<file path="config.mk">
export PLATFORM = sky130hd
export DESIGN_NAME = stbs_ctrl
export DESIGN_NICKNAME = d
export VERILOG_FILES = /design/src/rtl/stbs_pkg.sv /design/src/rtl/stbs_ctrl.sv
export SDC_FILE = /design/constraint.sdc
export NUM_CORES = 1
export LEC_CHECK = 0
export CORE_AREA = 4 4 41 43
export DETAILED_ROUTE_END_ITERATION = 8
export DIE_AREA = 0 0 45 47
export DONT_BUFFER_PORTS = 1
export HOLD_SLACK_MARGIN = 0.03
export PLACE_DENSITY = 0.43
export REMOVE_ABC_BUFFERS = 1
export SLEW_MARGIN = 15
export SYNTH_ARGS = -nofsm -noshare
export SYNTH_HDL_FRONTEND = slang
export SYNTH_SLANG_ARGS = --single-unit
</file>
<file path="constraint.sdc">
create_clock -name clk -period 1.27 [get_ports clk]
set_input_delay 0.127 -clock clk [delete_from_list [all_inputs] [get_ports clk]]
set_output_delay 0.127 -clock clk [all_outputs]
set_load 0.01 [all_outputs]
</file>
<file path="src/rtl/stbs_pkg.sv">
// Shared types and constants for the sorted-table binary search block.
// No dependencies; used by stbs_ctrl, stbs_dp and the top level.
package stbs_pkg;

  localparam int IDX_W   = 10;  // index fields on the ports
  localparam int DATA_W  = 32;  // table entry and key width
  localparam int PROBE_W = 4;   // probe counter, 1..12
  localparam int BND_W   = 12;  // interval bounds: hi may reach -1, lo may reach 1024

  // Operation codes
  localparam logic OP_WRITE  = 1'b0;
  localparam logic OP_SEARCH = 1'b1;

  // Input item
  typedef struct packed {
    logic                     op;
    logic [IDX_W-1:0]         write_index;
    logic signed [DATA_W-1:0] entry_data;
    logic [IDX_W-1:0]         low_index;
    logic [IDX_W-1:0]         high_index;
    logic signed [DATA_W-1:0] search_key;
  } stbs_in_t;

  // Result item
  typedef struct packed {
    logic               found;
    logic [IDX_W-1:0]   position;
    logic [PROBE_W-1:0] probe_count;
  } stbs_out_t;

  // Controller to datapath commands
  typedef struct packed {
    logic write;   // store entry_data at write_index
    logic load;    // capture a new search interval and key
    logic probe;   // read the midpoint entry, count the probe
    logic step;    // narrow the interval after a miss
    logic finish;  // load the result register
  } stbs_cmd_t;

  // Datapath to controller status
  typedef struct packed {
    logic empty;   // current interval has lo above hi
    logic hit;     // probed entry equals the key
  } stbs_sts_t;

endpackage

</file>
<file path="src/rtl/stbs_ctrl.sv">
// Search controller: sequences write, probe and compare steps and owns
// the result valid flag. Depends on stbs_pkg.
module stbs_ctrl (
  input  logic                clk,
  input  logic                rst_n,
  input  logic                in_valid,
  output logic                in_ready,
  input  logic                in_op,
  output logic                out_valid,
  input  logic                out_ready,
  input  stbs_pkg::stbs_sts_t sts,
  output stbs_pkg::stbs_cmd_t cmd
);

  typedef enum logic [1:0] {
    S_IDLE,
    S_PROBE,
    S_CMP
  } state_t;

  state_t state_r, state_nxt;
  logic   out_valid_r, out_valid_nxt;
  logic   out_free;

  assign in_ready  = (state_r == S_IDLE);
  assign out_valid = out_valid_r;
  // result register can take a new item this cycle
  assign out_free  = !out_valid_r || out_ready;

  // next state and commands
  always_comb begin
    cmd       = '0;
    state_nxt = state_r;
    case (state_r)
      S_IDLE: begin
        if (in_valid) begin
          if (in_op == stbs_pkg::OP_WRITE) begin
            cmd.write = 1'b1;
          end else begin
            cmd.load  = 1'b1;
            state_nxt = S_PROBE;
          end
        end
      end
      S_PROBE: begin
        if (sts.empty) begin
          if (out_free) begin
            cmd.finish = 1'b1;
            state_nxt  = S_IDLE;
          end
        end else begin
          cmd.probe = 1'b1;
          state_nxt = S_CMP;
        end
      end
      S_CMP: begin
        if (sts.hit) begin
          if (out_free) begin
            cmd.finish = 1'b1;
            state_nxt  = S_IDLE;
          end
        end else begin
          cmd.step  = 1'b1;
          state_nxt = S_PROBE;
        end
      end
      default: begin
        state_nxt = S_IDLE;
      end
    endcase
    out_valid_nxt = cmd.finish ? 1'b1 : (out_valid_r && !out_ready);
  end

  // state and registered outputs
  always_ff @(posedge clk) begin
    if (!rst_n) begin
      state_r     <= S_IDLE;
      out_valid_r <= 1'b0;
    end else begin
      state_r     <= state_nxt;
      out_valid_r <= out_valid_nxt;
    end
  end

endmodule

</file>
==> reports/qor.yml <==
ys_warn_count: 0
die_area_sq_um: 2115
wl_per_cell_um: 13.82
htreeDepth: 1
grt_max_degree: 5
grt_pass1_wl_um: 1311
fillers: 135
drt_iter0_drc: 3
period_needed_ns: 1.380
cts.sinks: 3
ir_worst_vdd_uv: 414.8
dp_hpwl_um: 575.9
ys_ff_latch: 3
sw_frac_of_total: 0.2623
p_per_area_nw_per_um2: 745.1
drc: 0
synth.avg_cell_area_sq_um: 9.342
ys_types: 20
final_common_cell: "buf_4"
cp_max_fo: 3
rsz0062_at_grt: "yes"
io_pins: 14
initial_core_util: 0.2154
post-route-util: 0.3923
firstDrtPassIters: 2
viasPerCell: 4.767
root_buffer: "clkbuf_4"
num_vias: 286
violations: "negative setup slack"
critical_path_class: "flip-flop to output pin"
slew_headroom: 0.8388
cts_buffer_depth: 2
status: "complete, but fails checks"
pre_cts_ws_ns: -0.07022
grt_overflow: 0
clock_latency_ns: 0.23
cts_inserted_buffers: 3
first_global_vias: 328
io_buffers: 0
worstMarginPinSlew_ns: 0.2412
stdcell_area_sq_um: 510.5
timing.final.ws_setup_ns: -0.1099
crit_path_end_kind: "output pin"
drv_cap: 0
power.share.sequential: 0.271
syn_to_final_growth_pct: 82.14
nets: 57
post_dp_cell_area_sq_um: 351.6
finClkSkew_ns: 0.002759
cp.arrival_ns: 1.25
p_switching_mw: 0.09979
drtAntennaViolNets: 0
clk_pin_slew_ns: 0.04
cts_tree: "done"
drv_slew: 0
layout-drive-gt1-share: 0.7333
leakage_nw: 0.2005
report.final.hold_viol_count: 0
cp.required_ns: 1.14
n_antenna_cell: 0
grt_usage: 0.08754
core_area_sq_um: 1301
synth_area_sq_um: 280.3
fin_crit_sh: 1.087
fin_hold_ws_ns: 0.05579
num_rows: 13
postSynthCellCount: 30
dieWidth_um: 45
dieHeight_um: 47
setup_viol: 6
comb_power_share: 0.294
clock.fmax_mhz: 724.7
gp_congestion: 0.6937
routed_wl_um: 829
p_clk_frac: 0.435
cp-start-kind: "flip-flop"
antenna_found_initial: 0
layout_common_cells: "buf_4 (8), ha_4 (3), clkbuf_4 (3)"
min_path_type: "primary input to flip-flop"
intPower_mw: 0.2806
yosysSeqAreaShare: 0.2143
-- layout make-up --
| cell class | instances | area, sq um | share of cell area |
|---|---|---|---|
| clock buffer | 4 | 26.28 | 0.05147 |
| tap | 15 | 18.77 | 0.03676 |
| sequential | 3 | 65.06 | 0.1275 |
| multi-input combinational | 25 | 300.3 | 0.5882 |
| inverter | 2 | 7.507 | 0.01471 |
| timing repair buffer | 11 | 92.59 | 0.1814 |
-- routing by layer --
| metal | vias up | wire (um) | share of wire | track usage |
|---|---|---|---|---|
| li1 | 142 | - | - | - |
| met1 | 133 | 368 | 0.44 | 0.09502 |
| met2 | 11 | 382 | 0.46 | 0.1469 |
| met3 | 0 | 79 | 0.095 | 0.02299 |
| met4 | 0 | 0 | 0 | 0.06433 |
| met5 | - | 0 | 0 | 0 |
-- final timing paths --
| path | from | end | slack, ns | cells after the start |
|---|---|---|---|---|
| worst min-delay path | rst_n | out_valid | 0.06 | 1 |
| worst max-delay path | state_r[0] | cmd[0] | -0.11 | 4 |
| worst min register to register | out_valid | out_valid | 0.57 | 2 |
| worst max register to register | state_r[0] | state_r[1] | -0.05 | 6 |
-- cells in the mapped netlist --
| master | instances | area share |
|---|---|---|
| ha_1 | 4 | 0.18 |
| dfxtp_1 | 3 | 0.21 |
| a21oi_1 | 2 | 0.036 |
| and3_1 | 2 | 0.045 |
| inv_1 | 2 | 0.027 |
| nand2_1 | 2 | 0.027 |
| nor2b_1 | 2 | 0.045 |
| a21bo_2 | 1 | 0.036 |
| a21boi_1 | 1 | 0.027 |
| a32o_1 | 1 | 0.036 |
| and3b_1 | 1 | 0.031 |
| mux2_1 | 1 | 0.040 |
| nand2b_1 | 1 | 0.022 |
| nand2b_4 | 1 | 0.049 |
| nor2_1 | 1 | 0.013 |
| nor3b_1 | 1 | 0.027 |
| o21a_1 | 1 | 0.027 |
| o21ba_1 | 1 | 0.036 |
| o31ai_1 | 1 | 0.027 |
| o32ai_2 | 1 | 0.058 |
-- repair_timing --
item,4_1_cts,5_1_grt
setup endpoints to repair,7,7
cloned,0,0
buffers inserted,4,1
resized for setup,23,3
pin swaps,10,3
endpoints found under the hold margin,1,0
hold buffers,1,0
-- cell families after synthesis --
| kind of cell | synth area share |
|---|---|
| AO/OA/AOI/OAI | 0.2813 |
| flip-flops | 0.2143 |
| adder cells (fa/ha/maj) | 0.1786 |
| buffers and inverters | 0.02680 |
| multiplexers | 0.04018 |
| AND/OR/NAND/NOR | 0.2589 |
-- sequential cells by signal (all words and copies together), names as in the netlist --
register / cells
out_valid: 1
state_r: 2
-- through the flow --
stage,cells,power (mW),TNS (ns)
final,60,0.3804,-0.3217
after global routing,60,0.4059,-0.5935
after CTS,60,0.3847,-0.3658
after detailed placement,52,0.1805,-0.1743
after global placement,52,0.1794,-0.08842
after floorplan,30,0.1531,-0.2451
-- worst max-delay path, stage by stage, from the launching register on --
cell and delay, ns:
dfxtp_2 0.33, inv_2 0.06, ha_4 0.16, mux2_4 0.30, and3_4 0.16
-- power groups by stage --
| stage | registers [mW] | clock network, mW | logic (mW) |
|---|---|---|---|
| 6_report | 0.103 | 0.165 | 0.112 |
| 5_1_grt | 0.103 | 0.182 | 0.120 |
| 4_1_cts | 0.103 | 0.173 | 0.109 |
| 3_5_place_dp | 0.105 | 0 | 0.0758 |
| 3_3_place_gp | 0.104 | 0 | 0.0751 |
| 2_1_floorplan | 0.105 | 0 | 0.0482 |
(Power assumes the default switching activity.)
